`src/sv/assert_macros.svh`:
```
// assertion macros shared by the escape-time iterator modules
// expects clk and rst_n to be visible in the module that expands them
`ifndef ASSERT_MACROS_SVH
`define ASSERT_MACROS_SVH

// property checked on every rising edge outside reset
`define ETF_ASSERT(label, prop, msg) \
    label: assert property (@(posedge clk) disable iff (!rst_n) (prop)) else $error(msg);

// same-cycle implication outside reset
`define ETF_ASSERT_IMP(label, ante, cons, msg) \
    label: assert property (@(posedge clk) disable iff (!rst_n) (ante) |-> (cons)) \
        else $error(msg);

// next-cycle implication outside reset
`define ETF_ASSERT_NXT(label, ante, cons, msg) \
    label: assert property (@(posedge clk) disable iff (!rst_n) (ante) |=> (cons)) \
        else $error(msg);

`endif

```
`src/sv/etf_pkg.sv`:
```
// shared types, constants and helpers for the escape-time fractal iterator
// no dependencies; imported by every module of the block
package etf_pkg;

    // word widths
    localparam int DATA_W  = 32;
    localparam int STEP_W  = 31;
    localparam int LIMIT_W = 16;
    localparam int COUNT_W = 8;
    localparam int ADDR_W  = 3;
    localparam int PROD_W  = 64;
    localparam int ESC_W   = PROD_W + 1;
    localparam int SAT_W   = PROD_W + 2;

    // register reset values
    localparam logic                RST_JULIA_MODE = 1'b0;
    localparam logic signed [31:0]  RST_ORIGIN_RE  = -32'sd536870912;
    localparam logic signed [31:0]  RST_ORIGIN_IM  = -32'sd536870912;
    localparam logic [STEP_W-1:0]   RST_STEP_SIZE  = 31'd268435;
    localparam logic [LIMIT_W-1:0]  RST_ITER_LIMIT = 16'd255;
    localparam logic signed [31:0]  RST_CONST_RE   = 32'sd0;
    localparam logic signed [31:0]  RST_CONST_IM   = 32'sd0;

    // saturation bounds of a signed 32-bit word
    localparam logic signed [SAT_W-1:0] S32_MAX = (SAT_W'(1) <<< 31) - SAT_W'(1);
    localparam logic signed [SAT_W-1:0] S32_MIN = -(SAT_W'(1) <<< 31);

    // configuration register indexes
    typedef enum logic [ADDR_W-1:0] {
        REG_JULIA_MODE = 3'd0,
        REG_ORIGIN_RE  = 3'd1,
        REG_ORIGIN_IM  = 3'd2,
        REG_STEP_SIZE  = 3'd3,
        REG_ITER_LIMIT = 3'd4,
        REG_CONST_RE   = 3'd5,
        REG_CONST_IM   = 3'd6
    } reg_idx_t;

    // configuration register file contents
    typedef struct packed {
        logic                julia_mode;
        logic signed [31:0]  origin_re;
        logic signed [31:0]  origin_im;
        logic [STEP_W-1:0]   step_size;
        logic [LIMIT_W-1:0]  iteration_limit;
        logic signed [31:0]  const_re;
        logic signed [31:0]  const_im;
    } cfg_t;

    // controller states
    typedef enum logic [2:0] {
        ST_IDLE,
        ST_SCALE,
        ST_POINT,
        ST_MUL,
        ST_STEP,
        ST_DONE
    } state_t;

    // controller to datapath
    typedef struct packed {
        logic load_idx;
        logic scale;
        logic point;
        logic mul;
        logic update;
        logic out_load;
    } ctrl_cmd_t;

    // datapath to controller
    typedef struct packed {
        logic limit_hit;
        logic escape;
    } ctrl_sts_t;

    // clamp a wide signed value to the signed 32-bit range
    function automatic logic signed [DATA_W-1:0] sat32(input logic signed [SAT_W-1:0] v);
        logic signed [DATA_W-1:0] r;
        if (v > S32_MAX)
        begin
            r = S32_MAX[DATA_W-1:0];
        end
        else if (v < S32_MIN)
        begin
            r = S32_MIN[DATA_W-1:0];
        end
        else
        begin
            r = v[DATA_W-1:0];
        end
        return r;
    endfunction

endpackage

```
`src/sv/etf_ctrl.sv`:
```
// controller state machine of the iterator: handshakes, sequencing, result register valid
// depends on etf_pkg and assert_macros.svh; commands etf_datapath
`include "assert_macros.svh"

module etf_ctrl
    import etf_pkg::*;
(
    input  logic      clk,
    input  logic      rst_n,
    input  logic      in_valid,
    output logic      in_ready,
    output logic      out_valid,
    input  logic      out_ready,
    input  ctrl_sts_t sts,
    output ctrl_cmd_t cmd
);

    state_t state_reg;
    state_t state_next;
    logic   out_valid_reg;
    logic   out_valid_next;
    logic   out_free;

    // result register can take a new beat
    assign out_free = !out_valid_reg || out_ready;

    // next state and commands
    always_comb
    begin
        state_next = state_reg;
        cmd        = '0;
        in_ready   = 1'b0;
        unique case (state_reg)
            ST_IDLE:
            begin
                in_ready = 1'b1;
                if (in_valid)
                begin
                    cmd.load_idx = 1'b1;
                    state_next   = ST_SCALE;
                end
            end
            ST_SCALE:
            begin
                cmd.scale  = 1'b1;
                state_next = ST_POINT;
            end
            ST_POINT:
            begin
                cmd.point  = 1'b1;
                state_next = ST_MUL;
            end
            ST_MUL:
            begin
                if (sts.limit_hit)
                begin
                    state_next = ST_DONE;
                end
                else
                begin
                    cmd.mul    = 1'b1;
                    state_next = ST_STEP;
                end
            end
            ST_STEP:
            begin
                if (sts.escape)
                begin
                    state_next = ST_DONE;
                end
                else
                begin
                    cmd.update = 1'b1;
                    state_next = ST_MUL;
                end
            end
            ST_DONE:
            begin
                if (out_free)
                begin
                    cmd.out_load = 1'b1;
                    state_next   = ST_IDLE;
                end
            end
            default:
            begin
                state_next = ST_IDLE;
            end
        endcase
    end

    // result valid: set on load, cleared when the beat is taken
    always_comb
    begin
        out_valid_next = out_valid_reg;
        if (cmd.out_load)
        begin
            out_valid_next = 1'b1;
        end
        else if (out_ready)
        begin
            out_valid_next = 1'b0;
        end
    end

    // state and valid registers
    always_ff @(posedge clk or negedge rst_n)
    begin
        if (!rst_n)
        begin
            state_reg     <= ST_IDLE;
            out_valid_reg <= 1'b0;
        end
        else
        begin
            state_reg     <= state_next;
            out_valid_reg <= out_valid_next;
        end
    end

    assign out_valid = out_valid_reg;

    // escape test only reads products computed in the cycle before
    `ETF_ASSERT_IMP(a_step_after_mul, state_reg == ST_STEP,
        $past(state_reg) == ST_MUL, "escape test without fresh products")
    // no multiply once the step limit is reached
    `ETF_ASSERT_IMP(a_mul_below_limit, cmd.mul, !sts.limit_hit,
        "iteration started at the step limit")
    // a result never overwrites one that is still waiting
    `ETF_ASSERT_IMP(a_no_overwrite, cmd.out_load, !out_valid_reg || out_ready,
        "result register overwritten")

endmodule

```
`config.mk`:
```
export PLATFORM = sky130hd
export DESIGN_NAME = etf_ctrl
export DESIGN_NICKNAME = d
export VERILOG_FILES = /design/src/sv/etf_pkg.sv /design/src/sv/etf_ctrl.sv
export VERILOG_INCLUDE_DIRS = /design/src /design/src/sv
export SDC_FILE = /design/constraint.sdc
export NUM_CORES = 1
export LEC_CHECK = 0
export ABC_AREA = 1
export BUFFER_PORTS_ARGS = -buffer_cell sky130_fd_sc_hd__buf_2
export CAP_MARGIN = 20
export CELL_PAD_IN_SITES_DETAIL_PLACEMENT = 2
export CELL_PAD_IN_SITES_GLOBAL_PLACEMENT = 2
export CORE_MARGIN = 2
export CORE_UTILIZATION = 19
export DETAILED_ROUTE_END_ITERATION = 8
export GPL_TIMING_DRIVEN = 0
export HOLD_SLACK_MARGIN = 0.02
export PLACE_DENSITY = 0.7
export SYNTH_ARGS = -nofsm -noshare
export SYNTH_HDL_FRONTEND = slang
export SYNTH_SLANG_ARGS = --single-unit
```
`constraint.sdc`:
```
create_clock -name clk -period 1.4 [get_ports clk]
set_clock_uncertainty 0.2 [all_clocks]
set_input_delay 0.07 -clock clk [delete_from_list [all_inputs] [get_ports clk]]
set_output_delay 0.07 -clock clk [all_outputs]
set_load 0.02 [all_outputs]
```
==> results.toml <==
[synth]
synth.lib_cells_used.distinct = 13
synth.net_count = 44
netlist_instances = 38
synth_warnings = 0
synth.cell_area_um2 = 265
synthesis.area_per_instance_um2 = 6.98
ys_seq_area_share_pct = 37.7
synth.ff_latch_count = 4

[sta]
maxSlewViolCount = 0
rsz0062_at_grt = "true"
slew_headroom_pct = 81.7
final.setup.tns_ps = -287
fmax_mhz = 681
final.min_clock_period_ps = 1470
finalSetupViolCount = 7
final_min_period_over_clock_period_pct = 105
postLayoutSetupSlackWorst_ps = -68.7
slew_worst_pin_ps = 273
report.final.hold_viol_count = 0

[clock_network]
clkSlewWorstSetupHoldPaths_ps = 40
cts_htree_levels = 1
clk_path_buf_depth = 2
clock_tree.root_cell = "sky130_fd_sc_hd__clkbuf_4"
tritoncts.num_buffers = 3
cts_tree = "built"
clk_latency_ps = 220
clock_sinks = 4

[floorplan]
floorplan.die.height_um = 41.4
design.core.area_um2 = 1300
fp-row-count = 13
fp.dieArea_um2 = 1710
initial_utilization_pct = 20.4
die_w_um = 41.4
pin_count = 14

[critical_path]
crit_path_max_incr_delay_ps = 540
kind_of_launch_point_of_the_worst_setup_path = "input pin"
worst_path_dominant_cell_family = "buffers and inverters"
setup.worst_path.end_class = "output port"
critical-path-slowest-cell = "sky130_fd_sc_hd__dlygate4sd3_1"
critical_path_required_ps = 1130
timing.critical_path.cells = "dlygate4sd3_1, buf_2, nor2_1, nor2_2, buf_6"
critPathBufInv = 3
ff2ff_setup_slack_ps = -30
critical_path_class = "input pin to output port"
critical_path_maximum_fanout = 2
worst-endpoint-arrival_ps = 1200

[outcome]
outcome = "finished, violations left"
violations = "setup timing"

[global_routing]
grt_use_total_pct = 12.7
grt_pass1_wl_um = 1440
initial_antenna_violation_count = 0
grt_max_degree = 9
global_route.overflow_total = 0
vias_in_the_first_global_route = 333

[pwr]
total_leakage_power_nw = 0.306
power_per_cell_area_nw_per_um2 = 2500
max-vdd-ir-drop_v = 0.000940
finalPower_mw = 1.41

[finish]
final_nets = 76
layout.cells.most_common = "sky130_fd_sc_hd__buf_4"
area_added_between_synthesis_and_finish_pct = 112
largest_register_ffs = 3
final_cells = 83
antenna-diode-count = 0
layout.cells.most_common_list = "sky130_fd_sc_hd__buf_4, sky130_fd_sc_hd__nand3_1, sky130_fd_sc_hd__buf_6, sky130_fd_sc_hd__buf_2, sky130_fd_sc_hd__inv_1"
drive_above_1_share_pct = 64.7

[placement]
port_buffers = 13
dp_hpwl_um = 553
detailedPlace.worstSlack_ps = 96.8
gp_congestion = 0.709
place.detailed.instances = 66

[job]
max_cap_viol_count = 0

[route]
initialDrtViolationCount = 0
drcViolationCount = 0
post_detailed_route_count_of_antenna_violating_nets = 0
via_count = 359
detail_route.wirelength_um = 1150
firstDrtPassIters = 1
avgRoutedWirePerCell_um = 13.8
avgViaCountPerCell = 4.33

[min_path]
min-delay-path-class = "input pin to register"
power breakdown:
part	switching, mW	total (mW)	internal [mW]	leakage, nW
clock	0.0421	0.138	0.0956	0.0138
combinational	0.504	1.01	0.503	0.243
sequential	0.0837	0.262	0.179	0.0487
tightest hold or removal path, cell delays in order:
cell and delay [ps]:
sky130_fd_sc_hd__buf_2 70, sky130_fd_sc_hd__inv_1 50, sky130_fd_sc_hd__nand3_1 80, sky130_fd_sc_hd__nand4_1 100
sky130_fd_sc_hd__nand2_1 80
cells in the mapped netlist:
cell type	instances	area, µm²
sky130_fd_sc_hd__buf_4	1	7.51
sky130_fd_sc_hd__buf_6	1	11.3
sky130_fd_sc_hd__dfrtp_1	4	100
sky130_fd_sc_hd__inv_1	8	30.0
sky130_fd_sc_hd__inv_2	1	3.75
sky130_fd_sc_hd__nand2_1	5	18.8
sky130_fd_sc_hd__nand3_1	8	40.0
sky130_fd_sc_hd__nand3_2	1	10.0
sky130_fd_sc_hd__nand4_1	1	6.26
sky130_fd_sc_hd__nor2_1	4	15.0
sky130_fd_sc_hd__nor2_2	2	12.5
sky130_fd_sc_hd__nor3_1	1	5.00
sky130_fd_sc_hd__o21ai_0	1	5.00
cells by family (layout without fill, tap and decap cells):
kind of cell,Yosys count,after routing,share of synthesized area (%)
DFF,4,4,37.7
AOI/OAI and AO/OA,1,1,1.88
buffers and inverters,11,41,19.8
and+or+nand+nor,22,22,40.6
through the flow:
| stage | instance area (µm²) | utilization [%] | hold WS [ps] |
|---|---|---|---|
| 2_1_floorplan | 265 | - | -426 |
| 3_3_place_gp | 349 | 26.8 | -324 |
| 3_5_place_dp | 349 | 26.8 | -324 |
| 4_1_cts | 504 | 38.8 | 24.7 |
| 5_1_grt | 563 | 43.3 | 92.5 |
| 6_report | 563 | 43.3 | 63.0 |
layer usage:
| layer | track usage (%) | wire length, µm |
|---|---|---|
| met1 | 16.8 | 481 |
| met2 | 23.0 | 657 |
| met4 | 0 | 0 |
| met5 | 0 | 0 |
| met3 | 1.60 | 7 |
final cells by class:
cell class / instances / area [µm²]
Fill cell: 160 / 738
Timing Repair Buffer: 28 / 224
Multi-Input combinational cell: 23 / 145
Sequential cell: 4 / 103
Inverter: 9 / 38.8
Clock buffer: 3 / 22.5
Tap cell: 15 / 18.8
Buffer: 1 / 11.3
timing repair:
action / 4_1_cts / 5_1_grt
setup buffers: 7 / 4
pin swaps: 5 / 5
endpoints found under the setup margin: 7 / 8
gates resized for setup: 19 / 9
hold buffers: 4 / 0
endpoints found under the hold margin: 8 / 0
path summary, 6_finish.rpt:
kind                                          startpoint                        to  depth (start not counted)
worst max-delay path                           out_ready                    cmd[0]                          5
worst min-delay path                            in_valid  state_reg[0]$_DFFE_PN0P_                          5
max in group asynchronous                          rst_n  state_reg[0]$_DFFE_PN0P_                          3
worst min register to register     out_valid$_DFFE_PN0P_     out_valid$_DFFE_PN0P_                          2
worst max register to register  state_reg[1]$_DFFE_PN0P_  state_reg[0]$_DFFE_PN0P_                          7
min in group asynchronous                          rst_n  state_reg[2]$_DFFE_PN0P_                          3
Power figures use the tool's default switching activity.
