`src/sv/assert_macros.svh`:
```
// assertion macros shared by the escape-time iterator modules
// expects clk and rst_n to be visible in the module that expands them
`ifndef ASSERT_MACROS_SVH
`define ASSERT_MACROS_SVH

// property checked on every rising edge outside reset
`define ETF_ASSERT(label, prop, msg) \
    label: assert property (@(posedge clk) disable iff (!rst_n) (prop)) else $error(msg);

// same-cycle implication outside reset
`define ETF_ASSERT_IMP(label, ante, cons, msg) \
    label: assert property (@(posedge clk) disable iff (!rst_n) (ante) |-> (cons)) \
        else $error(msg);

// next-cycle implication outside reset
`define ETF_ASSERT_NXT(label, ante, cons, msg) \
    label: assert property (@(posedge clk) disable iff (!rst_n) (ante) |=> (cons)) \
        else $error(msg);

`endif

```
`src/sv/etf_pkg.sv`:
```
// shared types, constants and helpers for the escape-time fractal iterator
// no dependencies; imported by every module of the block
package etf_pkg;

    // word widths
    localparam int DATA_W  = 32;
    localparam int STEP_W  = 31;
    localparam int LIMIT_W = 16;
    localparam int COUNT_W = 8;
    localparam int ADDR_W  = 3;
    localparam int PROD_W  = 64;
    localparam int ESC_W   = PROD_W + 1;
    localparam int SAT_W   = PROD_W + 2;

    // register reset values
    localparam logic                RST_JULIA_MODE = 1'b0;
    localparam logic signed [31:0]  RST_ORIGIN_RE  = -32'sd536870912;
    localparam logic signed [31:0]  RST_ORIGIN_IM  = -32'sd536870912;
    localparam logic [STEP_W-1:0]   RST_STEP_SIZE  = 31'd268435;
    localparam logic [LIMIT_W-1:0]  RST_ITER_LIMIT = 16'd255;
    localparam logic signed [31:0]  RST_CONST_RE   = 32'sd0;
    localparam logic signed [31:0]  RST_CONST_IM   = 32'sd0;

    // saturation bounds of a signed 32-bit word
    localparam logic signed [SAT_W-1:0] S32_MAX = (SAT_W'(1) <<< 31) - SAT_W'(1);
    localparam logic signed [SAT_W-1:0] S32_MIN = -(SAT_W'(1) <<< 31);

    // configuration register indexes
    typedef enum logic [ADDR_W-1:0] {
        REG_JULIA_MODE = 3'd0,
        REG_ORIGIN_RE  = 3'd1,
        REG_ORIGIN_IM  = 3'd2,
        REG_STEP_SIZE  = 3'd3,
        REG_ITER_LIMIT = 3'd4,
        REG_CONST_RE   = 3'd5,
        REG_CONST_IM   = 3'd6
    } reg_idx_t;

    // configuration register file contents
    typedef struct packed {
        logic                julia_mode;
        logic signed [31:0]  origin_re;
        logic signed [31:0]  origin_im;
        logic [STEP_W-1:0]   step_size;
        logic [LIMIT_W-1:0]  iteration_limit;
        logic signed [31:0]  const_re;
        logic signed [31:0]  const_im;
    } cfg_t;

    // controller states
    typedef enum logic [2:0] {
        ST_IDLE,
        ST_SCALE,
        ST_POINT,
        ST_MUL,
        ST_STEP,
        ST_DONE
    } state_t;

    // controller to datapath
    typedef struct packed {
        logic load_idx;
        logic scale;
        logic point;
        logic mul;
        logic update;
        logic out_load;
    } ctrl_cmd_t;

    // datapath to controller
    typedef struct packed {
        logic limit_hit;
        logic escape;
    } ctrl_sts_t;

    // clamp a wide signed value to the signed 32-bit range
    function automatic logic signed [DATA_W-1:0] sat32(input logic signed [SAT_W-1:0] v);
        logic signed [DATA_W-1:0] r;
        if (v > S32_MAX)
        begin
            r = S32_MAX[DATA_W-1:0];
        end
        else if (v < S32_MIN)
        begin
            r = S32_MIN[DATA_W-1:0];
        end
        else
        begin
            r = v[DATA_W-1:0];
        end
        return r;
    endfunction

endpackage

```
`src/sv/etf_cfg_regs.sv`:
```
// configuration register bank of the iterator, written through a plain write port
// depends on etf_pkg for the register layout and reset values
module etf_cfg_regs
    import etf_pkg::*;
(
    input  logic              clk,
    input  logic              rst_n,
    input  logic              cfg_we,
    input  logic [ADDR_W-1:0] cfg_addr,
    input  logic [DATA_W-1:0] cfg_wdata,
    output cfg_t              cfg
);

    cfg_t cfg_reg;
    cfg_t cfg_next;

    // register write decode
    always_comb
    begin
        cfg_next = cfg_reg;
        if (cfg_we)
        begin
            unique case (reg_idx_t'(cfg_addr))
                REG_JULIA_MODE: cfg_next.julia_mode      = cfg_wdata[0];
                REG_ORIGIN_RE:  cfg_next.origin_re       = signed'(cfg_wdata);
                REG_ORIGIN_IM:  cfg_next.origin_im       = signed'(cfg_wdata);
                REG_STEP_SIZE:  cfg_next.step_size       = cfg_wdata[STEP_W-1:0];
                REG_ITER_LIMIT: cfg_next.iteration_limit = cfg_wdata[LIMIT_W-1:0];
                REG_CONST_RE:   cfg_next.const_re        = signed'(cfg_wdata);
                REG_CONST_IM:   cfg_next.const_im        = signed'(cfg_wdata);
                default:        cfg_next = cfg_reg;
            endcase
        end
    end

    // register storage
    always_ff @(posedge clk or negedge rst_n)
    begin
        if (!rst_n)
        begin
            cfg_reg.julia_mode      <= RST_JULIA_MODE;
            cfg_reg.origin_re       <= RST_ORIGIN_RE;
            cfg_reg.origin_im       <= RST_ORIGIN_IM;
            cfg_reg.step_size       <= RST_STEP_SIZE;
            cfg_reg.iteration_limit <= RST_ITER_LIMIT;
            cfg_reg.const_re        <= RST_CONST_RE;
            cfg_reg.const_im        <= RST_CONST_IM;
        end
        else
        begin
            cfg_reg <= cfg_next;
        end
    end

    assign cfg = cfg_reg;

endmodule

```
`config.mk`:
```
export PLATFORM = sky130hd
export DESIGN_NAME = etf_cfg_regs
export DESIGN_NICKNAME = d
export VERILOG_FILES = /design/src/sv/assert_macros.svh /design/src/sv/etf_pkg.sv /design/src/sv/etf_cfg_regs.sv
export SDC_FILE = /design/constraint.sdc
export NUM_CORES = 1
export LEC_CHECK = 0
export BUFFER_PORTS_ARGS = -buffer_cell sky130_fd_sc_hd__buf_2
export CORE_ASPECT_RATIO = 0.7
export CORE_MARGIN = 3
export CORE_UTILIZATION = 35
export DETAILED_ROUTE_END_ITERATION = 7
export HOLD_SLACK_MARGIN = 0.15
export PLACE_DENSITY_LB_ADDON = 0.3
export SYNTH_ARGS = -nofsm -noshare
export SYNTH_HDL_FRONTEND = slang
export SYNTH_SLANG_ARGS = --single-unit
```
`constraint.sdc`:
```
create_clock -name clk -period 0.9 [get_ports clk]
set_clock_uncertainty 0.1 [all_clocks]
set_input_delay 0.18 -clock clk [delete_from_list [all_inputs] [get_ports clk]]
set_output_delay 0.18 -clock clk [all_outputs]
set_load 0.005 [all_outputs]
```
==> impl_metrics.env, run 1 <==
export IMPL_final_seq_area_um2=4431
export IMPL_wl_met2_um=9705
export IMPL_worstPathCellList="buf_6"
export IMPL_timing_final_crit_share=1.500
export IMPL_p_int_uw=18350
export IMPL_clk_pin_slew_ns=0.08
export IMPL_grt_remaining_overflow=0
export IMPL_ys_ff_latch=176
export IMPL_criticalPathCategory="flop to output port"
export IMPL_cts_sinks=176
export IMPL_antenna_found_initial=0
export IMPL_drtIter0Drc=168
export IMPL_violations="negative hold slack, negative setup slack"
export IMPL_drc=0
export IMPL_area_delta_synth_final_pct=55.76
export IMPL_yosys_cell_types_count=9
export IMPL_core_um2=19080
export IMPL_max_slew_worst_pin_slew_ns=0.3125
export IMPL_fmax_mhz=740.7
export IMPL_synthSimpleGateAreaFrac=0.01054
export IMPL_antenna_left=0
export IMPL_synth_fa_ha_area_frac=0
export IMPL_cts_tree="yes"
export IMPL_antennaDiodeCount=0
export IMPL_start_util=0.3610
export IMPL_grt_setup_unrepaired="yes"
export IMPL_totalWireLength_um=20590
export IMPL_clockBufferDepth=2
export IMPL_hold_viol=104
export IMPL_critPathTopFamily="flip-flops"
export IMPL_ir_worst_vdd_v=0.001111
export IMPL_core_rowCount=42
export IMPL_dpl_hpwl_um=11790
export IMPL_met3_length_um=1125
export IMPL_vias=4610
export IMPL_fin_hold_ws_ns=-0.04999
export IMPL_maxCapViolCount=0
export IMPL_instances_no_fill=997
export IMPL_crit_slowest_cell="dfstp_2"
export IMPL_insertion_delay_ns=0.42
export IMPL_synth_seq_area_share=0.6434
export IMPL_hp_class="input pin to flop"
export IMPL_largest_reg_flops=176
export IMPL_p_comb_frac=0.271
export IMPL_grt_first_pass_wirelength_um=30960
export IMPL_power_density_nw_per_um2=2336
export IMPL_switching_share=0.2677
export IMPL_drive_gt1_frac=0.7763
export IMPL_p_leak_uw=0.005326
export IMPL_cts_buffers=17
export IMPL_synth_area_um2=6887
export IMPL_switchingPower_uw=6707
export IMPL_status="complete, but fails checks"
export IMPL_drv_slew=0
export IMPL_syn_num_nets=416
export IMPL_synth_xor_xnor_area_share=0
export IMPL_synth_mux_area_frac=0.3259
export IMPL_avgRoutedWirePerCell_um=20.65
export IMPL_num_io_pins=214
export IMPL_ctsRootBufferMaster="clkbuf_16"
export IMPL_die_y_um=123.4
export IMPL_place_gp_congestion=0.7265
export IMPL_nets=758
export IMPL_startpoint_type="flop"
export IMPL_slew_headroom=0.7917
export IMPL_fp_dieW_um=173.7
export IMPL_worst_setup_path_end_kind="output port"
export IMPL_fin_util=0.5623
export IMPL_numPortBuffers=213
export IMPL_viasPerCell=4.624
export IMPL_cp_max_fo=2
export IMPL_worst_path_buf_inv=1
export IMPL_power_uw=25060
export IMPL_nFillCells=1542
export IMPL_synthesis_instances=378
export IMPL_timing_final_ws_setup_ns=-0.4501
export IMPL_yosysWarnings=0
export IMPL_avgSynthCellArea_um2=18.22
export IMPL_synth_top_family_by_area="multiplexers"
export IMPL_firstDrtPassIters=4
export IMPL_grt_max_degree=33
export IMPL_groute_usage_overall=0.1941
export IMPL_synth_compound_area_frac=0
export IMPL_crit_arrival_ns=1.07
export IMPL_grt_pass1_vias=5013
export IMPL_m1WireLength_um=9475
export IMPL_required_ns=0.62
export IMPL_h_tree_depth=4
export IMPL_sequentialPowerShare=0.433
export IMPL_layout_min_cycle_time_ns=1.350
export IMPL_place_inst=861
export IMPL_max_stage_delay_ns=0.55
export IMPL_clock_power_share=0.295
export IMPL_die_area_um2=21420
export IMPL_routed_top_layer="met4"
export IMPL_multi_input_area_um2=2516
export IMPL_setup_viol=349
-- repair_timing --
| action | CTS | global route |
|---|---|---|
| gates resized for setup | 96 | 44 |
| hold buffers | 5 | 1 |
| pin swaps | 6 | 4 |
| cloned | 14 | 1 |
| endpoints found under the setup margin | 352 | 352 |
| endpoints found under the hold margin | 352 | 166 |
| setup buffers | 61 | 45 |
-- Yosys cell counts --
master    count  share of area
buf_6         7          0.011
and4bb_1      3         0.0055
nor4b_1       1         0.0013
dfstp_2      21          0.080
buf_2        12         0.0087
mux2_4       70           0.15
mux2_2      106           0.17
dfrtp_1     155           0.56
nand4b_1      3         0.0038
-- cell type report --
class	instances	share of cell area
timing repair buffer	342	0.2661
clock inverter	15	0.01586
multi-input combinational	183	0.2346
tap	264	0.03079
clock buffer	17	0.03966
sequential	176	0.4130
-- kinds of logic after synthesis --
group	after synthesis
flops	176
mux	176
simple gates	7
buf+inv	19
-- stage by stage --
step	hold slack [ns]	instance area, µm²	setup slack (ns)	TNS, ns
after floorplan	-0.2156	7007	-0.3311	-48.89
after global placement	-0.01745	8544	-0.5782	-91.14
after detailed placement	-0.01768	8544	-0.5980	-95.84
after CTS	-0.06251	10480	-0.4735	-77.70
after global routing	-0.06017	10730	-0.5039	-85.60
final	-0.04999	10730	-0.4501	-77.92
-- per-layer routing --
metal,track usage,up-vias
li1,-,2037
met1,0.2594,2399
met5,0,-
met3,0.05893,22
met2,0.3115,152
met4,0.05120,0
-- worst paths after layout --
kind	startpoint	end	slack, ns	depth (start not counted)
hold reg to reg	cfg[85]	cfg[85]	0.40	1
max in group asynchronous	rst_n	cfg[98]	0.06	3
hold / removal	cfg_wdata[21]	cfg[164]	-0.05	2
setup / recovery	cfg[68]	cfg[68]	-0.45	1
setup reg to reg	cfg[131]	cfg[131]	-0.19	3
min in group asynchronous	rst_n	cfg[118]	0.12	2
-- cells in the final DEF, fill, tap and decap left out --
cell,synthesis,routed
dfrtp_1,155,155
and4bb_4,0,3
bufinv_16,0,1
nand4b_1,3,3
dlygate4sd3_1,0,6
buf_12,0,26
inv_6,0,1
buf_6,7,55
clkbuf_16,0,18
buf_8,0,5
mux2_4,70,116
clkinv_8,0,1
clkbuf_4,0,1
nor4b_4,0,1
dfstp_2,21,21
buf_2,12,190
clkinv_4,0,2
buf_4,0,50
clkinvlp_4,0,4
buf_16,0,8
mux2_2,106,60
inv_8,0,6
-- power groups by stage --
stage	combinational, µW	sequential [µW]	clock (µW)
final	6800	10900	7400
after global routing	7320	11100	7910
after CTS	6310	10800	7570
after detailed placement	4940	10900	0
after global placement	4830	10800	0
after floorplan	2090	10900	0
(Power assumes the default switching activity.)
==> run 2: changes to the inputs <==
SETUP_SLACK_MARGIN = 0.1   (was not set)
==> run 2 against run 1 <==
  * The run still ends with negative hold slack, negative setup slack left
  * Maximum frequency shrank 0.16%
  * Register-to-register slack barely moved
  * Clock power hardly changed
  * Non-clock buffer count grew 1
  * Flip-flop and latch count is the same
  * Sequential share of layout area fell by 0.29 points
  * Cell count up 0.10%
  * Combinational power barely moved
  * Die area unchanged
==> impl_metrics.env, run 2 (same netlist as run 1, synthesis figures left out) <==
export IMPL_drive_gt1_frac=0.7834
export IMPL_firstDrtPassIters=4
export IMPL_ctsRootBufferMaster="clkbuf_16"
export IMPL_start_util=0.3610
export IMPL_cts_sinks=176
export IMPL_groute_usage_overall=0.1941
export IMPL_core_rowCount=42
export IMPL_slew_headroom=0.8283
export IMPL_timing_final_ws_setup_ns=-0.4522
export IMPL_place_gp_congestion=0.7265
export IMPL_ff2ff_path_depth=3
export IMPL_maxCapViolCount=0
export IMPL_layout_commonest_cell="buf_2"
export IMPL_grt_max_degree=33
export IMPL_crit_arrival_ns=1.07
export IMPL_switching_share=0.2676
export IMPL_status="complete, but fails checks"
export IMPL_p_int_uw=18340
export IMPL_setup_viol=349
export IMPL_startpoint="cfg[68]"
export IMPL_clock_power_share=0.295
export IMPL_fmax_mhz=739.5
export IMPL_criticalPathCategory="flop to output port"
export IMPL_vias=4586
export IMPL_layout_min_cycle_time_ns=1.352
export IMPL_hp_class="input pin to asynchronous set/reset pin"
export IMPL_sequentialPowerShare=0.433
export IMPL_postPlaceCellArea_um2=8544
export IMPL_switchingPower_uw=6698
export IMPL_num_io_pins=214
export IMPL_nets=759
export IMPL_cts_buffers=17
export IMPL_grt_first_pass_wirelength_um=30910
export IMPL_cts_hold_buf=1
export IMPL_ir_worst_vdd_v=0.001111
export IMPL_rrSetupSlack_ns=-0.19
export IMPL_antenna_found_initial=0
export IMPL_crit_slowest_cell="dfstp_2"
export IMPL_totalWireLength_um=20650
export IMPL_core_um2=19080
export IMPL_rr_endpoint="cfg[72]"
export IMPL_hold_viol=300
export IMPL_antenna_left=0
export IMPL_antennaDiodeCount=0
export IMPL_worst_setup_path_end_kind="output port"
export IMPL_h_tree_depth=4
export IMPL_max_stage_delay_ns=0.55
export IMPL_drc=0
export IMPL_worstReg2RegStart="cfg[72]"
export IMPL_die_area_um2=21420
export IMPL_cp_max_fo=2
export IMPL_layout_common_cells="190 x buf_2, 155 x dfrtp_1, 116 x mux2_4"
export IMPL_required_ns=0.62
export IMPL_cts_tree="yes"
export IMPL_clk_pin_slew_ns=0.07
export IMPL_drtIter0Drc=195
export IMPL_numPortBuffers=213
export IMPL_die_y_um=123.4
export IMPL_viasPerCell=4.595
export IMPL_worstPathCellList="buf_6"
export IMPL_power_density_nw_per_um2=2317
export IMPL_dpl_hpwl_um=11790
export IMPL_grt_pass1_vias=4972
export IMPL_final_cell_area_um2=10800
export IMPL_largest_reg_flops=176
export IMPL_insertion_delay_ns=0.42
export IMPL_p_leak_uw=0.005364
export IMPL_drv_slew=0
export IMPL_area_delta_synth_final_pct=56.87
export IMPL_place_ws_ns=-0.5980
export IMPL_grt_setup_unrepaired="yes"
export IMPL_violations="negative hold slack, negative setup slack"
export IMPL_fin_hold_ws_ns=-0.4890
export IMPL_nFillCells=1529
export IMPL_startpoint_type="flop"
export IMPL_timing_final_crit_share=1.502
export IMPL_grt_remaining_overflow=0
export IMPL_worst_path_buf_inv=1
export IMPL_max_slew_worst_pin_slew_ns=0.2575
export IMPL_fp_dieW_um=173.7
export IMPL_avgRoutedWirePerCell_um=20.70
export IMPL_p_comb_frac=0.271
export IMPL_critPathTopFamily="flip-flops"
export IMPL_clockBufferDepth=2
[run 2: changes by cell type in the layout (fill, tap and decap cells not counted)]
cell	previous run	this run
buf_6	55	52
clkbuf_16	18	19
buf_4	50	55
buf_12	26	24
buf_16	8	13
dlygate4sd3_1	6	1
[run 2: cell type report]
type	instances	area, µm²	share of cell area
multi-input cells	183	2516	0.2329
clock inverters	15	170.2	0.01575
flip-flops and latches	176	4431	0.4101
well taps	264	330.3	0.03058
clock buffers	17	425.4	0.03938
repair buffers	343	2930	0.2713
[run 2: power by group through the flow]
stage	clock network [µW]	logic (µW)	registers, µW
6_report	7390	6800	10800
5_1_grt	7910	7310	11100
4_1_cts	7570	6290	10800
3_5_place_dp	0	4940	10900
3_3_place_gp	0	4830	10800
2_1_floorplan	0	2090	10900
[run 2: worst max-delay path by stage]
| stage | cells after the start | slack, ns | to |
|---|---|---|---|
| 6_report | 1 | -0.45 | cfg[68] |
| 5_1_grt | 1 | -0.50 | cfg[68] |
| 4_1_cts | 1 | -0.47 | cfg[66] |
| 3_5_place_dp | 5 | -0.60 | cfg[41] |
| 3_3_place_gp | 4 | -0.58 | cfg[111] |
| 2_1_floorplan | 4 | -0.33 | cfg[112] |
[run 2: timing repair]
item | in CTS | in global routing
pin swaps | 6 | 4
gates cloned | 14 | 2
resized for setup | 96 | 32
buffers inserted | 61 | 43
endpoints found under the setup margin | 352 | 357
hold endpoints to repair | 352 | 347
[run 2: metrics by stage]
| stage | instances | TNS (ns) | utilization | total power (µW) |
|---|---|---|---|---|
| finish | 998 | -80.27 | 0.5663 | 25030 |
| global placement | 861 | -91.14 | 0.4479 | 15650 |
| CTS | 968 | -77.71 | 0.5472 | 24660 |
| floorplan | 378 | -48.89 | - | 13030 |
| detailed placement | 861 | -95.84 | 0.4479 | 15830 |
| global route | 998 | -88.08 | 0.5663 | 26280 |
[run 2: layer usage]
layer	track usage	up-vias	part of all wire
met3	0.05893	22	0.055
met5	0	-	0
met1	0.2610	2371	0.46
met2	0.3093	151	0.47
li1	-	2042	-
met4	0.05120	0	0.014
==> run 3: changes to the inputs <==
--- a/config.mk
+++ b/config.mk
@@ -11,2 +11,3 @@
 export CORE_UTILIZATION = 35
+export CTS_BUF_LIST = sky130_fd_sc_hd__clkbuf_4
 export DETAILED_ROUTE_END_ITERATION = 7
==> constraint.sdc (replaced) <==
create_clock -name clk -period 0.9 [get_ports clk]
set_clock_uncertainty 0.1 [all_clocks]
set_input_delay 0 -clock clk [delete_from_list [all_inputs] [get_ports clk]]
set_output_delay 0 -clock clk [all_outputs]
set_load 0.005 [all_outputs]
==> run 3 against run 2 <==
  * The flow still finishes with violations (negative hold slack, negative setup slack)
  * Utilization shrank 1.4 points
  * Highest routed layer unchanged
  * Via count increased by 0.76%
  * Non-clock buffer count rose by 20
  * Flip-flop and latch count unchanged
  * Critical path depth unchanged
  * Wire length down 6.8%
  * Global-route usage shrank 2.2 points
  * Sequential power barely moved
  * Hold slack worse by 0.12 ns
  * Die area unchanged
==> impl_metrics.env, run 3 (same netlist as run 1, synthesis figures left out) <==
export IMPL_status="complete, but fails checks"
export IMPL_violations="negative hold slack, negative setup slack"
export IMPL_start_util=0.3610
export IMPL_layout_commonest_cell="buf_2"
export IMPL_final_cell_area_um2=10530
export IMPL_largest_reg_flops=176
export IMPL_crit_arrival_ns=1.23
export IMPL_fin_util=0.5519
export IMPL_clockBufferDepth=2
export IMPL_grt_remaining_overflow=0
export IMPL_hold_viol=156
export IMPL_drtIter0Drc=203
export IMPL_setup_viol=259
export IMPL_avgRoutedWirePerCell_um=18.86
export IMPL_switchingPower_uw=6466
export IMPL_groute_usage_overall=0.1720
export IMPL_vias=4621
export IMPL_nets=779
export IMPL_switching_share=0.2815
export IMPL_max_slew_worst_pin_slew_ns=0.5112
export IMPL_fp_dieW_um=173.7
export IMPL_max_stage_delay_ns=0.58
export IMPL_critPathTopFamily="flip-flops"
export IMPL_timing_final_ws_setup_ns=-0.4261
export IMPL_viasPerCell=4.526
export IMPL_hp_class="input pin to asynchronous set/reset pin"
export IMPL_area_delta_synth_final_pct=52.89
export IMPL_place_gp_congestion=0.7435
export IMPL_fmax_mhz=754.1
export IMPL_ir_worst_vdd_v=0.001011
export IMPL_totalWireLength_um=19250
export IMPL_startpoint_type="flop"
export IMPL_p_int_uw=16500
export IMPL_instances_no_fill=1021
export IMPL_required_ns=0.80
export IMPL_layout_min_cycle_time_ns=1.326
export IMPL_num_io_pins=214
export IMPL_worstPathCellList="buf_6"
export IMPL_criticalPathCategory="flop to output port"
export IMPL_antenna_found_initial=1
export IMPL_firstDrtPassIters=4
export IMPL_drc=0
export IMPL_cts_buffers=17
export IMPL_drv_slew=0
export IMPL_die_area_um2=21420
export IMPL_nFillCells=1523
export IMPL_postPlaceCellArea_um2=8489
export IMPL_cts_tree="yes"
export IMPL_numPortBuffers=213
export IMPL_slew_headroom=0.6581
export IMPL_grt_setup_unrepaired="yes"
export IMPL_grt_first_pass_wirelength_um=28520
export IMPL_h_tree_depth=4
export IMPL_layout_common_cells="195 x buf_2, 160 x mux2_4, 155 x dfrtp_1"
export IMPL_die_y_um=123.4
export IMPL_drive_gt1_frac=0.7440
export IMPL_insertion_delay_ns=0.54
export IMPL_grt_pass1_vias=4823
export IMPL_worst_setup_path_end_kind="output port"
export IMPL_power_density_nw_per_um2=2181
export IMPL_clock_power_share=0.197
export IMPL_worst_path_buf_inv=1
export IMPL_cts_sinks=176
export IMPL_core_rowCount=42
export IMPL_p_leak_uw=0.005400
export IMPL_cp_max_fo=2
export IMPL_dpl_hpwl_um=11940
export IMPL_fin_hold_ws_ns=-0.6072
export IMPL_crit_slowest_cell="dfstp_2"
export IMPL_maxCapViolCount=0
export IMPL_grt_max_degree=43
export IMPL_core_um2=19080
export IMPL_clk_pin_slew_ns=0.16
export IMPL_sequentialPowerShare=0.478
export IMPL_p_comb_frac=0.326
export IMPL_timing_final_crit_share=1.473
export IMPL_antenna_left=0
export IMPL_ctsRootBufferMaster="clkbuf_4"
export IMPL_place_inst=862
-- run 3: changes by cell type in the layout (fill, tap and decap cells not counted), sizes merged, moves of 2 or more --
cell,before,now
dlygate4sd3,1,34
inv,7,9
diode,0,3
clkbuf,20,18
clkinvlp,4,2
buf,339,329
-- run 3: final cells by class --
type / count / area (µm²) / share of cell area
multi-input cells: 183 / 2661 / 0.2528
repair buffers: 363 / 2816 / 0.2675
diodes: 3 / 7.507 / 0.0007130
flip-flops and latches: 176 / 4431 / 0.4208
well taps: 264 / 330.3 / 0.03137
clock inverters: 14 / 147.6 / 0.01402
clock buffers: 18 / 135.1 / 0.01283
-- run 3: layer usage --
metal,wire [µm],share of wire,GRT usage,up-vias
met5,0,0,0,-
met4,164,0.0085,0.03414,0
met3,1165,0.061,0.05709,13
met2,9305,0.48,0.2810,143
met1,8616,0.45,0.2269,2395
li1,-,-,-,2070
-- run 3: power groups by stage --
stage | logic (µW) | clock network (µW) | registers, µW
3_5_place_dp | 4900 | 0 | 10900
5_1_grt | 8040 | 5040 | 11200
2_1_floorplan | 2080 | 0 | 10900
4_1_cts | 6420 | 4710 | 10800
6_report | 7480 | 4520 | 11000
3_3_place_gp | 4790 | 0 | 10800
-- run 3: worst paths after layout --
kind / start / to / slack (ns) / cells past startpoint
worst max-delay path: cfg[92] / cfg[92] / -0.43 / 1
worst min-delay path: rst_n / cfg[127] / -0.61 / 4
worst max register to register: cfg[153] / cfg[153] / -0.23 / 3
worst min register to register: cfg[50] / cfg[50] / 0.42 / 1
max in group asynchronous: rst_n / cfg[49] / 0.05 / 6
min in group clk: cfg_addr[2] / cfg[175] / 0 / 5
-- run 3: stage by stage --
stage	power, µW	TNS [ns]	worst slack [ns]
5_1_grt	24240	-80.86	-0.5257
4_1_cts	21920	-69.87	-0.5019
3_5_place_dp	15800	-65.02	-0.5067
6_report	22970	-61.84	-0.4261
2_1_floorplan	13020	-17.68	-0.1511
3_3_place_gp	15630	-62.63	-0.4973
-- run 3: what timing repair did --
action / CTS / global route
endpoints found under the setup margin: 352 / 385
buffers inserted: 47 / 55
gates resized for setup: 95 / 83
hold buffers: 38 / 2
hold endpoints to repair: 352 / 337
-- run 3: worst min-delay path, stage by stage --
cell	delay, ns
buf_6	0.07
buf_12	0.09
buf_12	0.08
buf_12	0.18
